File: src/design/cdq_pkg.sv
package cdq_pkg;

  localparam int unsigned DATA_W    = 32;
  localparam int unsigned OP_W      = 2;
  localparam int unsigned DEPTH_DEF = 16;

  typedef enum logic [OP_W-1:0] {
    OP_PUSH_REAR  = 2'd0,
    OP_PUSH_FRONT = 2'd1,
    OP_POP_FRONT  = 2'd2,
    OP_POP_REAR   = 2'd3
  } op_e;

  typedef enum logic {
    ST_IDLE = 1'b0,
    ST_EXEC = 1'b1
  } state_e;

  // controller -> datapath
  typedef struct packed {
    logic capture;  // latch request, start ring read
    logic commit;   // update pointers, write ring, load result register
  } cdq_cmd_t;

endpackage

File: src/design/cdq_if.sv
interface cdq_req_if;
  import cdq_pkg::*;

  logic                     valid;
  logic                     ready;
  logic [OP_W-1:0]          operation;
  logic signed [DATA_W-1:0] push_value;

  modport source (output valid, output operation, output push_value, input ready);
  modport sink   (input valid, input operation, input push_value, output ready);
endinterface

interface cdq_rsp_if;
  import cdq_pkg::*;

  logic                     valid;
  logic                     ready;
  logic                     status;
  logic signed [DATA_W-1:0] popped_value;
  logic                     is_full;
  logic                     is_empty;

  modport source (output valid, output status, output popped_value, output is_full,
                  output is_empty, input ready);
  modport sink   (input valid, input status, input popped_value, input is_full,
                  input is_empty, output ready);
endinterface

File: src/design/cdq_ctrl.sv
module cdq_ctrl (
  input  logic              clk_i,
  input  logic              rst_ni,
  input  logic              in_valid_i,
  output logic              in_ready_o,
  output logic              out_valid_o,
  input  logic              out_ready_i,
  output cdq_pkg::cdq_cmd_t cmd_o
);
  import cdq_pkg::*;

  state_e state_q, state_d;
  logic   out_valid_q, out_valid_d;
  logic   out_free;

  assign out_free = !out_valid_q || out_ready_i;

  always_comb begin
    state_d = state_q;
    case (state_q)
      ST_IDLE: begin
        if (in_valid_i) state_d = ST_EXEC;
      end
      ST_EXEC: begin
        if (out_free) state_d = ST_IDLE;
      end
      default: state_d = ST_IDLE;
    endcase
  end

  always_comb begin
    in_ready_o    = 1'b0;
    cmd_o.capture = 1'b0;
    cmd_o.commit  = 1'b0;
    case (state_q)
      ST_IDLE: begin
        in_ready_o    = 1'b1;
        cmd_o.capture = in_valid_i;
      end
      ST_EXEC: begin
        cmd_o.commit = out_free;
      end
      default: ;
    endcase
  end

  always_comb begin
    out_valid_d = out_valid_q;
    if (cmd_o.commit) out_valid_d = 1'b1;
    else if (out_ready_i) out_valid_d = 1'b0;
  end

  always_ff @(posedge clk_i or negedge rst_ni) begin
    if (!rst_ni) begin
      state_q     <= ST_IDLE;
      out_valid_q <= 1'b0;
    end else begin
      state_q     <= state_d;
      out_valid_q <= out_valid_d;
    end
  end

  assign out_valid_o = out_valid_q;

endmodule

File: src/design/cdq_datapath.sv
module cdq_datapath #(
  parameter int unsigned DEPTH = cdq_pkg::DEPTH_DEF
) (
  input  logic                             clk_i,
  input  logic                             rst_ni,
  input  cdq_pkg::cdq_cmd_t                cmd_i,
  input  logic [cdq_pkg::OP_W-1:0]         operation_i,
  input  logic signed [cdq_pkg::DATA_W-1:0] push_value_i,
  output logic                             status_o,
  output logic signed [cdq_pkg::DATA_W-1:0] popped_value_o,
  output logic                             is_full_o,
  output logic                             is_empty_o
);
  import cdq_pkg::*;

  localparam int unsigned AW = (DEPTH > 1) ? $clog2(DEPTH) : 1;
  localparam logic [AW-1:0] LAST = AW'(DEPTH - 1);

  logic [DATA_W-1:0] ring_mem [DEPTH];

  logic [AW-1:0]     head_q, head_d, tail_q, tail_d;
  logic              empty_q, empty_d;
  op_e               op_q;
  logic [DATA_W-1:0] val_q;
  logic [DATA_W-1:0] rd_q;

  logic              status_q;
  logic [DATA_W-1:0] popped_q;
  logic              full_out_q, empty_out_q;

  logic [AW-1:0]     head_nx, head_pv, tail_nx, tail_pv, tail_d_nx, rd_addr, wr_addr;
  logic              full_now, full_after, is_push, refused, wr_en;
  logic [DATA_W-1:0] popped;

  assign head_nx   = (head_q == LAST) ? '0 : head_q + 1'b1;
  assign head_pv   = (head_q == '0) ? LAST : head_q - 1'b1;
  assign tail_nx   = (tail_q == LAST) ? '0 : tail_q + 1'b1;
  assign tail_pv   = (tail_q == '0) ? LAST : tail_q - 1'b1;
  assign tail_d_nx = (tail_d == LAST) ? '0 : tail_d + 1'b1;

  assign full_now   = !empty_q && (tail_nx == head_q);
  assign full_after = !empty_d && (tail_d_nx == head_d);
  assign is_push    = (op_q == OP_PUSH_REAR) || (op_q == OP_PUSH_FRONT);
  assign rd_addr    = (op_e'(operation_i) == OP_POP_FRONT) ? head_q : tail_q;

  always_comb begin
    head_d  = head_q;
    tail_d  = tail_q;
    empty_d = empty_q;
    refused = 1'b0;
    wr_en   = 1'b0;
    wr_addr = tail_nx;
    popped  = '0;
    if (is_push) begin
      if (full_now) begin
        refused = 1'b1;
      end else if (empty_q) begin
        head_d  = '0;
        tail_d  = '0;
        empty_d = 1'b0;
        wr_en   = 1'b1;
        wr_addr = '0;
      end else if (op_q == OP_PUSH_REAR) begin
        tail_d  = tail_nx;
        wr_en   = 1'b1;
        wr_addr = tail_nx;
      end else begin
        head_d  = head_pv;
        wr_en   = 1'b1;
        wr_addr = head_pv;
      end
    end else begin
      if (empty_q) begin
        refused = 1'b1;
      end else begin
        popped = rd_q;
        if (head_q == tail_q) begin
          head_d  = '0;
          tail_d  = '0;
          empty_d = 1'b1;
        end else if (op_q == OP_POP_FRONT) begin
          head_d = head_nx;
        end else begin
          tail_d = tail_pv;
        end
      end
    end
  end

  always_ff @(posedge clk_i) begin
    if (cmd_i.commit && wr_en) ring_mem[wr_addr] <= val_q;
    if (cmd_i.capture) rd_q <= ring_mem[rd_addr];
  end

  always_ff @(posedge clk_i) begin
    if (cmd_i.capture) begin
      op_q  <= op_e'(operation_i);
      val_q <= push_value_i;
    end
    if (cmd_i.commit) begin
      status_q    <= refused;
      popped_q    <= popped;
      full_out_q  <= full_after;
      empty_out_q <= empty_d;
    end
  end

  always_ff @(posedge clk_i or negedge rst_ni) begin
    if (!rst_ni) begin
      head_q  <= '0;
      tail_q  <= '0;
      empty_q <= 1'b1;
    end else if (cmd_i.commit) begin
      head_q  <= head_d;
      tail_q  <= tail_d;
      empty_q <= empty_d;
    end
  end

  assign status_o       = status_q;
  assign popped_value_o = popped_q;
  assign is_full_o      = full_out_q;
  assign is_empty_o     = empty_out_q;

endmodule

File: src/design/circular_deque.sv
// Double-ended queue of signed 32-bit words in a ring of DEPTH entries. Each
// request pushes at the rear or front or pops from the front or rear; a push
// into a full ring or a pop from an empty ring is refused (status 1) and
// changes nothing. The ring memory read is registered in the accept cycle, and
// the pointer update, ring write and result capture follow in the execute
// state, once the output register is free. The result sits in an output
// register, so the next request is accepted while it waits; a new result is
// held back only until the previous one has been taken. The ring needs no
// clearing after reset: an entry is only read after it was written.
module circular_deque #(
  parameter int unsigned DEPTH = cdq_pkg::DEPTH_DEF
) (
  input logic  clk_i,
  input logic  rst_ni,
  cdq_req_if.sink   req_i,
  cdq_rsp_if.source rsp_o
);
  import cdq_pkg::*;

  cdq_cmd_t cmd;

  cdq_ctrl u_ctrl (
    .clk_i       (clk_i),
    .rst_ni      (rst_ni),
    .in_valid_i  (req_i.valid),
    .in_ready_o  (req_i.ready),
    .out_valid_o (rsp_o.valid),
    .out_ready_i (rsp_o.ready),
    .cmd_o       (cmd)
  );

  cdq_datapath #(
    .DEPTH (DEPTH)
  ) u_datapath (
    .clk_i          (clk_i),
    .rst_ni         (rst_ni),
    .cmd_i          (cmd),
    .operation_i    (req_i.operation),
    .push_value_i   (req_i.push_value),
    .status_o       (rsp_o.status),
    .popped_value_o (rsp_o.popped_value),
    .is_full_o      (rsp_o.is_full),
    .is_empty_o     (rsp_o.is_empty)
  );

endmodule

File: src/flat_wrapper.sv
// flat-port wrapper written by rule: the top's interface ports become plain ports
module circular_deque_flat import cdq_pkg::*;
#(
  parameter int unsigned DEPTH = cdq_pkg::DEPTH_DEF
)
  (clk_i, rst_ni, req_i_valid, req_i_operation, req_i_push_value, req_i_ready, rsp_o_valid, rsp_o_status, rsp_o_popped_value, rsp_o_is_full, rsp_o_is_empty, rsp_o_ready);
  cdq_req_if req_i_i ();
  cdq_rsp_if rsp_o_i ();
  input logic clk_i;
  input logic rst_ni;
  input wire logic [$bits(req_i_i.valid)-1:0] req_i_valid;
  input wire logic [$bits(req_i_i.operation)-1:0] req_i_operation;
  input wire logic [$bits(req_i_i.push_value)-1:0] req_i_push_value;
  output wire logic [$bits(req_i_i.ready)-1:0] req_i_ready;
  output wire logic [$bits(rsp_o_i.valid)-1:0] rsp_o_valid;
  output wire logic [$bits(rsp_o_i.status)-1:0] rsp_o_status;
  output wire logic [$bits(rsp_o_i.popped_value)-1:0] rsp_o_popped_value;
  output wire logic [$bits(rsp_o_i.is_full)-1:0] rsp_o_is_full;
  output wire logic [$bits(rsp_o_i.is_empty)-1:0] rsp_o_is_empty;
  input wire logic [$bits(rsp_o_i.ready)-1:0] rsp_o_ready;
  assign req_i_i.valid = req_i_valid;
  assign req_i_i.operation = req_i_operation;
  assign req_i_i.push_value = req_i_push_value;
  assign req_i_ready = req_i_i.ready;
  assign rsp_o_valid = rsp_o_i.valid;
  assign rsp_o_status = rsp_o_i.status;
  assign rsp_o_popped_value = rsp_o_i.popped_value;
  assign rsp_o_is_full = rsp_o_i.is_full;
  assign rsp_o_is_empty = rsp_o_i.is_empty;
  assign rsp_o_i.ready = rsp_o_ready;
  circular_deque #(.DEPTH(DEPTH)) u_core (.clk_i(clk_i), .rst_ni(rst_ni), .req_i(req_i_i), .rsp_o(rsp_o_i));
endmodule
File: config.mk
export PLATFORM = sky130hd
export DESIGN_NAME = circular_deque_flat
export DESIGN_NICKNAME = d
export VERILOG_FILES = /design/src/design/cdq_pkg.sv /design/src/design/cdq_if.sv /design/src/design/cdq_ctrl.sv /design/src/design/cdq_datapath.sv /design/src/design/circular_deque.sv /design/src/flat_wrapper.sv
export SDC_FILE = /design/constraint.sdc
export NUM_CORES = 1
export LEC_CHECK = 0
export BUFFER_PORTS_ARGS = -buffer_cell sky130_fd_sc_hd__buf_2
export CAP_MARGIN = 15
export CORE_AREA = 10 10 232 234
export CTS_CLUSTER_DIAMETER = 50
export DETAILED_ROUTE_END_ITERATION = 8
export DIE_AREA = 0 0 242 244
export PLACE_DENSITY_LB_ADDON = 0.2
export SYNTH_ARGS = -nofsm -noshare
export SYNTH_HDL_FRONTEND = slang
export SYNTH_HIERARCHICAL = 1
export SYNTH_SLANG_ARGS = --single-unit
File: constraint.sdc
create_clock -name clk_i -period 8.11 [get_ports clk_i]
set_input_delay 1.622 -clock clk_i [delete_from_list [all_inputs] [get_ports clk_i]]
set_output_delay 1.622 -clock clk_i [all_outputs]
set_load 0.01 [all_outputs]
Word-level counts from Yosys, hierarchy flattened
Memories as Yosys holds them, arrays and structs flattened. A register that Yosys moved wholly into a read port is not among the register bits.
Index checks and enable logic that the tools add are counted.
{"block": "totals", "register_bits": 80, "output_inout_bits": 37, "in_bits": 38, "ramBits": 512, "n_memories": 1}
{"block": "classes", "n_bitwise": 1, "mux": 43, "n_reduce_logical": 13, "n_eq_ne": 9, "addsub": 5}
{"memory": "u_core.u_datapath.ring_mem", "words": 16, "width": 32, "rd": 1, "rd_ports_with_merged_regs": 1, "wr": 1, "line_no": "cdq_datapath.sv:19", "rtl": "logic [DATA_W-1:0] ring_mem [DEPTH];"}
{"cell": "$mux W4", "n": 24}
{"cell": "$mux W1", "n": 18}
{"cell": "$add A4 B1 Y4 const B", "n": 3}
{"cell": "$eq A4 B4 Y1", "n": 3}
{"cell": "$eq A4 B4 Y1 const B", "n": 3}
{"cell": "$logic_not A4 Y1", "n": 2}
{"cell": "$sub A4 B1 Y4 const B", "n": 2}
{"cell": "$eq A2 B2 Y1 const B", "n": 2}
{"cell": "$logic_and A1 B1 Y1", "n": 3}
{"cell": "$logic_not A1 Y1", "n": 3}
{"cell": "$eq A2 B1 Y1 const B", "n": 1}
{"cell": "$logic_not A2 Y1", "n": 1}
{"cell": "$logic_or A1 B1 Y1", "n": 2}
{"cell": "$pmux W1 S2", "n": 1}
{"cell": "$reduce_bool A2 Y1", "n": 1}
{"cell": "$reduce_or A2 Y1", "n": 1}
{"cell": "$not A1 Y1", "n": 1}

Logic depth before layout (Yosys ltp)
Gate-level depths: netlist of run 1.
{"block": "logic_depth", "depth_word": 10, "depth_mapped": 15, "mapped_depth_nobuf": 13}

Hierarchy
The synthesis of run 1 kept the hierarchy.
{"mod": "cdq_datapath", "instances": 1, "cells_each": 1217, "area_per_inst_um2": 24180.7}
{"mod": "cdq_ctrl", "instances": 1, "cells_each": 9, "area_per_inst_um2": 101.3}

Worst setup path after synthesis of run 1
No wires, ideal clock.
{"block": "synth_path", "path_type": "in2reg", "start": "in rsp_o_ready", "end": "mem u_core.u_datapath.ring_mem[5][0], enable pin", "t_arrival_ns": 4.211, "setup_slack_ns": 3.478, "n_path_buf": 2, "required_ns": 7.689, "cell_stages": 8, "cell_sequence": "nand2b_4 and2_1 buf_4 clkbuf_1 nand2_1 a21oi_1 nand2_1 nor2_1"}
{"element": "from (decl)", "line_no": "flat_wrapper.sv:20", "rtl": "input wire logic [$bits(rsp_o_i.ready)-1:0] rsp_o_ready;"}
{"element": "to (decl)", "line_no": "cdq_datapath.sv:19"}

Final worst setup path of run 1
{"block": "layout_path", "start": "in req_i_operation[1]", "end": "reg u_core.u_datapath.rd_q[13] (read register of u_core.u_datapath.ring_mem), data pin"}
{"block": "layout_between", "elab_chain_len": 2}
{"element": "from (decl)", "line_no": "flat_wrapper.sv:12", "rtl": "input wire logic [$bits(req_i_i.operation)-1:0] req_i_operation;"}
{"element": "$eq A2 B2 Y1", "line_no": "cdq_datapath.sv:44", "rtl": "assign rd_addr = (op_e'(operation_i) == OP_POP_FRONT) ? head_q : tail_q;"}
{"element": "$mux W4", "line_no": "cdq_datapath.sv:44"}
{"element": "to (decl)", "line_no": "cdq_datapath.sv:25", "rtl": "logic [DATA_W-1:0] rd_q;"}
Every way passes these cells.
A chain may end at the register's enable or synchronous reset.

==> results.sh, run 1 <==
export IMPL_leakage_nw=9.06
export IMPL_cp_arrival_ns=4.74
export IMPL_relSlewSlack=0.270
export IMPL_pwr_density_cell_nw_per_um2=337
export IMPL_viasPerCell=5.77
export IMPL_diodes=0
export IMPL_synth_avg_cell_area_um2=19.8
export IMPL_area_sequential_um2=18700
export IMPL_root_buffer="clkbuf_16"
export IMPL_port_buffers=74
export IMPL_clk_pin_slew_ns=0.06
export IMPL_worstMarginPinSlew_ns=1.09
export IMPL_worstHoldPathType="flop to flop"
export IMPL_slew_violations=0
export IMPL_grt_max_degree=129
export IMPL_cts_buffers=70
export IMPL_fmax_mhz=225
export IMPL_dieArea_um2=59000
export IMPL_drcViolationCount=0
export IMPL_ant_nets=0
export IMPL_fin_skew_ns=0.0226
export IMPL_grt_total_usage=0.179
export IMPL_dp_hpwl_um=23900
export IMPL_power_frac_seq=0.437
export IMPL_slowest_stage="nor2b_1"
export IMPL_final_common_cell="edfxtp_1"
export IMPL_clock_power_share=0.328
export IMPL_cp_max_fo=94
export IMPL_p_int_mw=6.68
export IMPL_finalHoldViolations=0
export IMPL_outcome="complete, no violations"
export IMPL_power_frac_comb=0.235
export IMPL_antenna_found_initial=0
export IMPL_die_x_um=242
export IMPL_netlist_instances=1226
export IMPL_cts_max_level=3
export IMPL_cts_tree="built"
export IMPL_post_route_period_util=0.549
export IMPL_ys_async_sr_fraction=0.0176
export IMPL_setup_violations=0
export IMPL_fin_nets=1371
export IMPL_rsz0062_at_grt="no"
export IMPL_grt_pass1_vias=12300
export IMPL_utilization=0.563
export IMPL_cp_cell_sequence="buf_2 > nor2b_1 > nor2_1 > a21oi_4 > buf_12 > mux4_2 > and2_1 > a211oi_1 > a31oi_1"
export IMPL_cp_required_ns=8.40
export IMPL_setup_slack_ns=3.66
export IMPL_cap_viol_max_count=0
export IMPL_ctsResizeCount=0
export IMPL_die_y_um=244
export IMPL_wl_per_cell_um=25.5
export IMPL_end_kind="flop"
export IMPL_dr_pass1_iters=5
export IMPL_power_mw=9.38
export IMPL_cp_start_kind="primary input"
export IMPL_fin_tns_setup_ns=0
export IMPL_start_util=0.491
export IMPL_path_class="primary input to flop"
export IMPL_synth_distinct_cells=64
export IMPL_period_needed_ns=4.45
export IMPL_core_um2=49500
export IMPL_grt_first_pass_wirelength_um=79100
export IMPL_most_common_layout_cells="edfxtp_1, mux4_2, nand2_1"
export IMPL_fin_area_um2=27900
export IMPL_routed_wl_um=52300
export IMPL_cts_hold_fix_buffers=0
export IMPL_gp_congestion=0.823
export IMPL_area_growth_pct=14.7
export IMPL_rows=82
export IMPL_placed_area_um2=25600
export IMPL_multi_input_area_um2=5430
export IMPL_synth_fp_nets=1269
export IMPL_p_switching_mw=2.70
export IMPL_ys_warn_count=6
export IMPL_peakVddDrop_mv=0.322
export IMPL_ioPinCount=75
export IMPL_cpPeakStageDelay_ns=0.82
export IMPL_vias=11900
export IMPL_clk_latency_ns=0.60
export IMPL_netlist_area_um2=24300
export IMPL_yosysSeqAreaShare=0.769
export IMPL_post_cts_buffers=0
export IMPL_dp_slack_ns=3.02
export IMPL_p_sw_frac=0.288
export IMPL_synth_edf_count=613
export IMPL_ys_ff_latch=624
export IMPL_fill_cells=3770
export IMPL_yosys_most_used_dff="edfxtp_1"
export IMPL_cts_num_sinks=624
export IMPL_first_iter_violations=1078
export IMPL_grt_overflow_total=0
export IMPL_drive_gt1_frac=0.272
export IMPL_clock_path_buffers=3
## cells by family (layout without fill, tap and decap cells)
logic type / after synthesis / in the layout / share of synthesized area
AOI/OAI and AO/OA: 142 / 142 / 0.0403
xor gates and xnor gates: 12 / 12 / 0.00433
adders and majority gates: 5 / 5 / 0.00258
buffers and inverters: 80 / 238 / 0.0142
DFF: 624 / 624 / 0.769
muxes: 137 / 137 / 0.123
and+or+nand+nor: 226 / 226 / 0.0464
## cells in the mapped netlist (10+ instances only)
cell | n | area share
nand2_1 | 92 | 0.014
a31oi_1 | 39 | 0.010
and2_1 | 64 | 0.016
clkbuf_1 | 37 | 0.0057
a211oi_1 | 36 | 0.011
dfrtp_1 | 10 | 0.010
nor2_1 | 37 | 0.0057
edfxtp_1 | 613 | 0.76
buf_2 | 21 | 0.0043
mux4_2 | 128 | 0.12
a21oi_1 | 21 | 0.0043
## critical path, delay by kind of cell
kind                   cells  cell delay [ns]
AND/OR/NAND/NOR            3             1.17
buffers and inverters      2             0.68
AO/OA/AOI/OAI              3             0.58
multiplexers               1             0.58
## final cells by class
class                      count  share of cell area
clock buffer                  88              0.0684
inverter                      11             0.00148
sequential                   624               0.671
timing repair buffer          99              0.0209
multi-input combinational    522               0.195
tap                          672              0.0302
clock inverter                40              0.0131
## worst paths after layout
path	from	to	slack, ns	cells past startpoint
max	req_i_operation[1]	u_core/u_datapath/rd_q[13]$_DFFE_PP_	3.66	9
min	u_core/u_datapath/rd_q[3]$_DFFE_PP_	u_core/u_datapath/popped_value_o[3]$_SDFFCE_PP0P_	0.52	1
min reg2reg	u_core/u_datapath/rd_q[3]$_DFFE_PP_	u_core/u_datapath/popped_value_o[3]$_SDFFCE_PP0P_	0.52	1
max reg2reg	u_core/u_datapath/tail_q[0]$_DFFE_PN0P_	u_core/u_datapath/ring_mem[7][6]$_DFFE_PP_	3.66	12
max in group asynchronous	rst_ni	u_core/u_datapath/empty_q$_DFFE_PN1P_	6.90	1
min in group asynchronous	rst_ni	u_core/u_datapath/head_q[3]$_DFFE_PN0P_	0.92	1
## per-layer routing
metal / GRT usage / share of wire
met5: 0 / 0
met4: 0.0533 / 0.023
met3: 0.0332 / 0.054
met2: 0.295 / 0.50
met1: 0.241 / 0.43
## sequential cells by signal, summed over array words and instances, names as in the netlist, 2 cells and up
register	cells
u_core/u_datapath/head_q	4
u_core/u_datapath/op_q	2
u_core/u_datapath/popped_value_o	32
u_core/u_datapath/rd_q	32
u_core/u_datapath/ring_mem	512
u_core/u_datapath/tail_q	4
u_core/u_datapath/val_q	32
## through the flow
step / hold WS, ns / std cells
6_report: 0.518 / 2056
5_1_grt: 0.537 / 2056
4_1_cts: 0.520 / 2056
3_5_place_dp: 0.507 / 1928
3_3_place_gp: 0.504 / 1928
2_1_floorplan: 0.497 / 1226
## power by group through the flow
stage / Clock [mW] / Combinational [mW] / Sequential [mW]
finish: 3.08 / 2.20 / 4.09
detailed placement: 0 / 2.23 / 4.16
global route: 3.29 / 2.42 / 4.12
global placement: 0 / 2.20 / 4.15
CTS: 3.15 / 2.24 / 4.09
floorplan: 0 / 1.68 / 4.06
Power figures use the tool's default switching activity.
==> run 2, diff against run 1 <==
clock period = 3.9 ns   (was 8.11 ns; I/O delays follow)
==> results.sh, run 2 (synthesis results as in run 1) <==
export IMPL_gp_congestion=0.854
export IMPL_ctsResizeCount=0
export IMPL_cts_buffers=70
export IMPL_dieArea_um2=59000
export IMPL_final_common_cell="edfxtp_1"
export IMPL_root_buffer="clkbuf_16"
export IMPL_r2r_slack_ns=0.30
export IMPL_cp_start_kind="flop"
export IMPL_start_util=0.491
export IMPL_pwr_density_cell_nw_per_um2=700
export IMPL_die_x_um=242
export IMPL_dp_cells=1972
export IMPL_utilization=0.575
export IMPL_p_sw_frac=0.288
export IMPL_rr_endpoint="u_core/u_datapath/ring_mem[4][8]$_DFFE_PP_"
export IMPL_path_class="flop to flop"
export IMPL_r2r_start="u_core/u_datapath/tail_q[0]$_DFFE_PN0P_"
export IMPL_reg2reg_depth=11
export IMPL_viasPerCell=5.70
export IMPL_grt_pass1_vias=12600
export IMPL_dr_pass1_iters=4
export IMPL_clk_latency_ns=0.60
export IMPL_routed_wl_um=50900
export IMPL_leakage_nw=9.33
export IMPL_setup_violations=0
export IMPL_largest_reg_flops=512
export IMPL_relSlewSlack=0.331
export IMPL_period_needed_ns=3.60
export IMPL_first_iter_violations=1011
export IMPL_peakVddDrop_mv=0.505
export IMPL_cts_max_level=3
export IMPL_fmax_mhz=278
export IMPL_worstMarginPinSlew_ns=1.00
export IMPL_rsz0062_at_grt="no"
export IMPL_dp_hpwl_um=29500
export IMPL_diodes=0
export IMPL_worstHoldPathType="primary input to asynchronous set/reset pin"
export IMPL_clk_pin_slew_ns=0.06
export IMPL_die_y_um=244
export IMPL_power_frac_seq=0.425
export IMPL_grt_first_pass_wirelength_um=78200
export IMPL_wl_per_cell_um=24.3
export IMPL_rows=82
export IMPL_cp_required_ns=4.17
export IMPL_top_register="u_core/u_datapath/ring_mem"
export IMPL_vias=11900
export IMPL_cts_num_sinks=624
export IMPL_clock_path_buffers=3
export IMPL_fin_skew_ns=0.0191
export IMPL_grt_total_usage=0.174
export IMPL_post_route_period_util=0.922
export IMPL_drcViolationCount=0
export IMPL_core_um2=49500
export IMPL_finalHoldViolations=0
export IMPL_p_int_mw=14.2
export IMPL_ioPinCount=75
export IMPL_outcome="complete, no violations"
export IMPL_ant_nets=0
export IMPL_area_growth_pct=17.1
export IMPL_slew_violations=0
export IMPL_fin_area_um2=28400
export IMPL_clock_power_share=0.320
export IMPL_antenna_found_initial=0
export IMPL_cp_arrival_ns=3.86
export IMPL_cts_tree="built"
export IMPL_cts_hold_fix_buffers=0
export IMPL_final_cells=2093
export IMPL_placed_area_um2=26200
export IMPL_cap_viol_max_count=0
export IMPL_power_frac_comb=0.256
export IMPL_grt_max_degree=68
export IMPL_end_kind="flop"
export IMPL_port_buffers=74
export IMPL_drive_gt1_frac=0.289
export IMPL_grt_overflow_total=0
export IMPL_p_switching_mw=5.74
export IMPL_cp_max_fo=12
export IMPL_fin_nets=1415
export IMPL_post_cts_buffers=0
export IMPL_most_common_layout_cells="edfxtp_1, mux4_2, nand2_1"
## run 2: changes by cell type in the layout (fill, tap and decap cells not counted), moves of 2 or more
cell and change:
buf_12 +23, clkinv_1 +5, clkinv_2 -11, inv_8 +2
inv_6 +2, buf_4 +21, clkinv_4 -3, bufinv_16 +2
clkbuf_16 -3
## run 2: metal layers
layer  track usage  share of wire  vias to the layer above
met1         0.236           0.43                     6264
li1              -              -                     5285
met5             0              0                        -
met3        0.0316          0.048                       88
met4        0.0573          0.023                        0
met2         0.283           0.49                      298
## run 2: layout make-up
| cell class | count | area [um2] |
|---|---|---|
| sequential | 624 | 18700 |
| clock buffer | 85 | 1830 |
| timing repair buffer | 143 | 1200 |
| inverter | 11 | 41.3 |
| fill | 3728 | 21000 |
| tap | 672 | 841 |
| multi-input combinational | 522 | 5440 |
| clock inverter | 36 | 395 |
## run 2: how the worst max path moves through the flow
stage                                                  endpoint                               startpoint  slack, ns
finish               u_core/u_datapath/ring_mem[4][8]$_DFFE_PP_  u_core/u_datapath/tail_q[0]$_DFFE_PN0P_       0.30
global route        u_core/u_datapath/ring_mem[4][10]$_DFFE_PP_  u_core/u_datapath/tail_q[0]$_DFFE_PN0P_       0.07
CTS                  u_core/u_datapath/ring_mem[4][7]$_DFFE_PP_  u_core/u_datapath/tail_q[0]$_DFFE_PN0P_       0.27
detailed placement   u_core/u_datapath/ring_mem[4][7]$_DFFE_PP_  u_core/u_datapath/tail_q[0]$_DFFE_PN0P_       0.29
global placement     u_core/u_datapath/ring_mem[4][5]$_DFFE_PP_  u_core/u_datapath/tail_q[0]$_DFFE_PN0P_       0.36
floorplan            u_core/u_datapath/ring_mem[8][0]$_DFFE_PP_  u_core/u_datapath/tail_q[0]$_DFFE_PN0P_      -0.33
## run 2: critical path, cell delays in order, from the launching register on
cell      delay [ns]
dfrtp_1         0.47
ha_1            0.33
a31oi_2         0.27
xnor2_1         0.15
nor4_4          0.40
nand2_2         0.17
nand2b_1        0.21
nor2_1          0.11
o22a_1          0.26
or2_2           0.43
nor2_4          0.17
buf_4           0.28
## run 2: power groups by stage
stage / registers, mW / logic, mW / clock network [mW]
2_1_floorplan: 8.44 / 3.50 / 0
3_3_place_gp: 8.57 / 5.12 / 0
3_5_place_dp: 8.59 / 5.13 / 0
4_1_cts: 8.45 / 5.16 / 6.53
5_1_grt: 8.51 / 5.53 / 6.80
6_report: 8.45 / 5.09 / 6.36
## run 2: metrics by stage
stage,setup TNS [ns],setup WS (ns),power (mW),hold WS (ns)
6_report,0,0.304,19.9,0.0691
5_1_grt,0,0.0728,20.8,0.0546
4_1_cts,0,0.267,20.1,0.0397
3_5_place_dp,0,0.293,13.7,0.504
3_3_place_gp,0,0.358,13.7,0.504
2_1_floorplan,-85.67,-0.330,11.9,0.484
==> run 3, diff against run 2 <==
CELL_PAD_IN_SITES_DETAIL_PLACEMENT = 0   (was not set)
CELL_PAD_IN_SITES_GLOBAL_PLACEMENT = 1   (was not set)
CORE_AREA = 10 10 234 236   (was 10 10 232 234)
DIE_AREA = 0 0 244 246   (was 0 0 242 244)
==> results.sh, run 3 (synthesis results as in run 1) <==
export IMPL_multi_input_area_um2=5440
export IMPL_grt_overflow_total=0
export IMPL_final_common_cell="edfxtp_1"
export IMPL_relSlewSlack=0.300
export IMPL_root_buffer="clkbuf_16"
export IMPL_cts_hold_fix_buffers=0
export IMPL_gp_congestion=0.867
export IMPL_r2r_start="u_core/u_datapath/tail_q[1]$_DFFE_PN0P_"
export IMPL_grt_max_degree=69
export IMPL_viasPerCell=5.68
export IMPL_leakage_nw=9.33
export IMPL_setup_slack_ns=0.249
export IMPL_post_route_period_util=0.936
export IMPL_cp_cell_sequence="inv_1 > ha_1 > xnor2_1 > o21ai_1 > nor4_4 > nand2_1 > nand2b_1 > o31a_1 > o21ai_0 > or2_2 > nor2_4 > buf_4"
export IMPL_area_growth_pct=17.3
export IMPL_rr_endpoint="u_core/u_datapath/ring_mem[4][24]$_DFFE_PP_"
export IMPL_fin_skew_ns=0.0212
export IMPL_drive_gt1_frac=0.289
export IMPL_r2r_slack_ns=0.25
export IMPL_first_iter_violations=974
export IMPL_clk_latency_ns=0.60
export IMPL_utilization=0.571
export IMPL_dp_slack_ns=0.343
export IMPL_reg2reg_depth=12
export IMPL_ioPinCount=75
export IMPL_worstHoldPathType="primary input to asynchronous set/reset pin"
export IMPL_largest_reg_flops=512
export IMPL_outcome="complete, no violations"
export IMPL_port_buffers=74
export IMPL_cap_viol_max_count=0
export IMPL_pwr_density_cell_nw_per_um2=706
export IMPL_cp_arrival_ns=3.93
export IMPL_cp_required_ns=4.18
export IMPL_ctsResizeCount=0
export IMPL_slowest_stage="dfrtp_1"
export IMPL_cts_tree="built"
export IMPL_vias=11900
export IMPL_end_kind="flop"
export IMPL_hold_worst_slack_ns=0.0694
export IMPL_rows=82
export IMPL_cp_start_kind="flop"
export IMPL_core_um2=49900
export IMPL_cts_max_level=3
export IMPL_top_register="u_core/u_datapath/ring_mem"
export IMPL_finalHoldViolations=0
export IMPL_die_y_um=246
export IMPL_period_needed_ns=3.65
export IMPL_cp_max_fo=12
export IMPL_grt_pass1_vias=12600
export IMPL_setup_violations=0
export IMPL_grt_total_usage=0.172
export IMPL_peakVddDrop_mv=0.379
export IMPL_most_common_layout_cells="edfxtp_1, mux4_2, nand2_1"
export IMPL_clk_pin_slew_ns=0.06
export IMPL_die_x_um=244
export IMPL_grt_first_pass_wirelength_um=78500
export IMPL_path_class="flop to flop"
export IMPL_wl_per_cell_um=24.2
export IMPL_dp_cells=1964
export IMPL_rsz0062_at_grt="no"
export IMPL_cpPeakStageDelay_ns=0.47
export IMPL_antenna_found_initial=1
export IMPL_routed_wl_um=50700
export IMPL_ant_nets=0
export IMPL_cts_num_sinks=624
export IMPL_post_cts_buffers=0
export IMPL_drcViolationCount=0
export IMPL_cts_buffers=71
export IMPL_final_cells=2092
export IMPL_fill_cells=3773
export IMPL_slew_violations=0
export IMPL_diodes=0
export IMPL_worstMarginPinSlew_ns=1.05
export IMPL_dp_hpwl_um=30100
export IMPL_area_sequential_um2=18700
export IMPL_clock_path_buffers=3
export IMPL_start_util=0.487
export IMPL_fmax_mhz=274
export IMPL_fin_nets=1408
export IMPL_dr_pass1_iters=5
export IMPL_dieArea_um2=60000
-- run 3: cell types whose count changed in the layout (fill, tap and decap cells not counted), sizes merged --
cell and delta:
buf -8, bufinv +2, clkbuf +6, clkinv +2, clkinvlp +3, inv -6
-- run 3: worst max-delay path by stage --
stage,startpoint,depth (start not counted),end
2_1_floorplan,u_core/u_datapath/tail_q[0]$_DFFE_PN0P_,12,u_core/u_datapath/ring_mem[8][0]$_DFFE_PP_
3_3_place_gp,u_core/u_datapath/tail_q[0]$_DFFE_PN0P_,11,u_core/u_datapath/ring_mem[4][17]$_DFFE_PP_
3_5_place_dp,u_core/u_datapath/tail_q[1]$_DFFE_PN0P_,12,u_core/u_datapath/ring_mem[6][0]$_DFFE_PP_
4_1_cts,u_core/u_datapath/tail_q[1]$_DFFE_PN0P_,12,u_core/u_datapath/ring_mem[14][6]$_DFFE_PP_
5_1_grt,u_core/u_datapath/tail_q[1]$_DFFE_PN0P_,12,u_core/u_datapath/ring_mem[5][19]$_DFFE_PP_
6_report,u_core/u_datapath/tail_q[1]$_DFFE_PN0P_,12,u_core/u_datapath/ring_mem[4][24]$_DFFE_PP_
-- run 3: area by class of cell --
cell class,count,area share
clock buffer,91,0.0673
sequential,624,0.656
multi-input combinational,522,0.191
tap,672,0.0295
inverter,11,0.00145
clock inverter,37,0.0157
timing repair buffer,135,0.0392
-- run 3: worst max-delay path: cells and delay by family, from the launching register on --
kind            cells  cell delay, ns
fa+ha+maj           1            0.43
xor+xnor            1            0.14
compound gates      3            0.49
buf+inv             2            0.44
flops               1            0.47
simple gates        5            1.35
-- run 3: routing by layer --
layer	track usage	wire [um]	vias to the layer above
met5	0	0	-
met1	0.232	21900	6194
li1	-	-	5280
met4	0.0499	1190	0
met3	0.0339	2580	84
met2	0.281	25000	328
-- run 3: through the flow --
| stage | TNS [ns] | area, um2 | total power, mW |
|---|---|---|---|
| floorplan | -85.67 | 24300 | 11.9 |
| global placement | 0 | 26100 | 13.6 |
| detailed placement | 0 | 26100 | 13.6 |
| CTS | 0 | 28500 | 20.4 |
| global route | 0 | 28500 | 21.1 |
| finish | 0 | 28500 | 20.1 |
-- run 3: power breakdown --
part / internal, mW / switching, mW / total [mW]
clock network: 4.08 / 2.58 / 6.67
logic: 2.20 / 2.79 / 5.00
registers: 8.10 / 0.362 / 8.46
total: 14.4 / 5.74 / 20.1
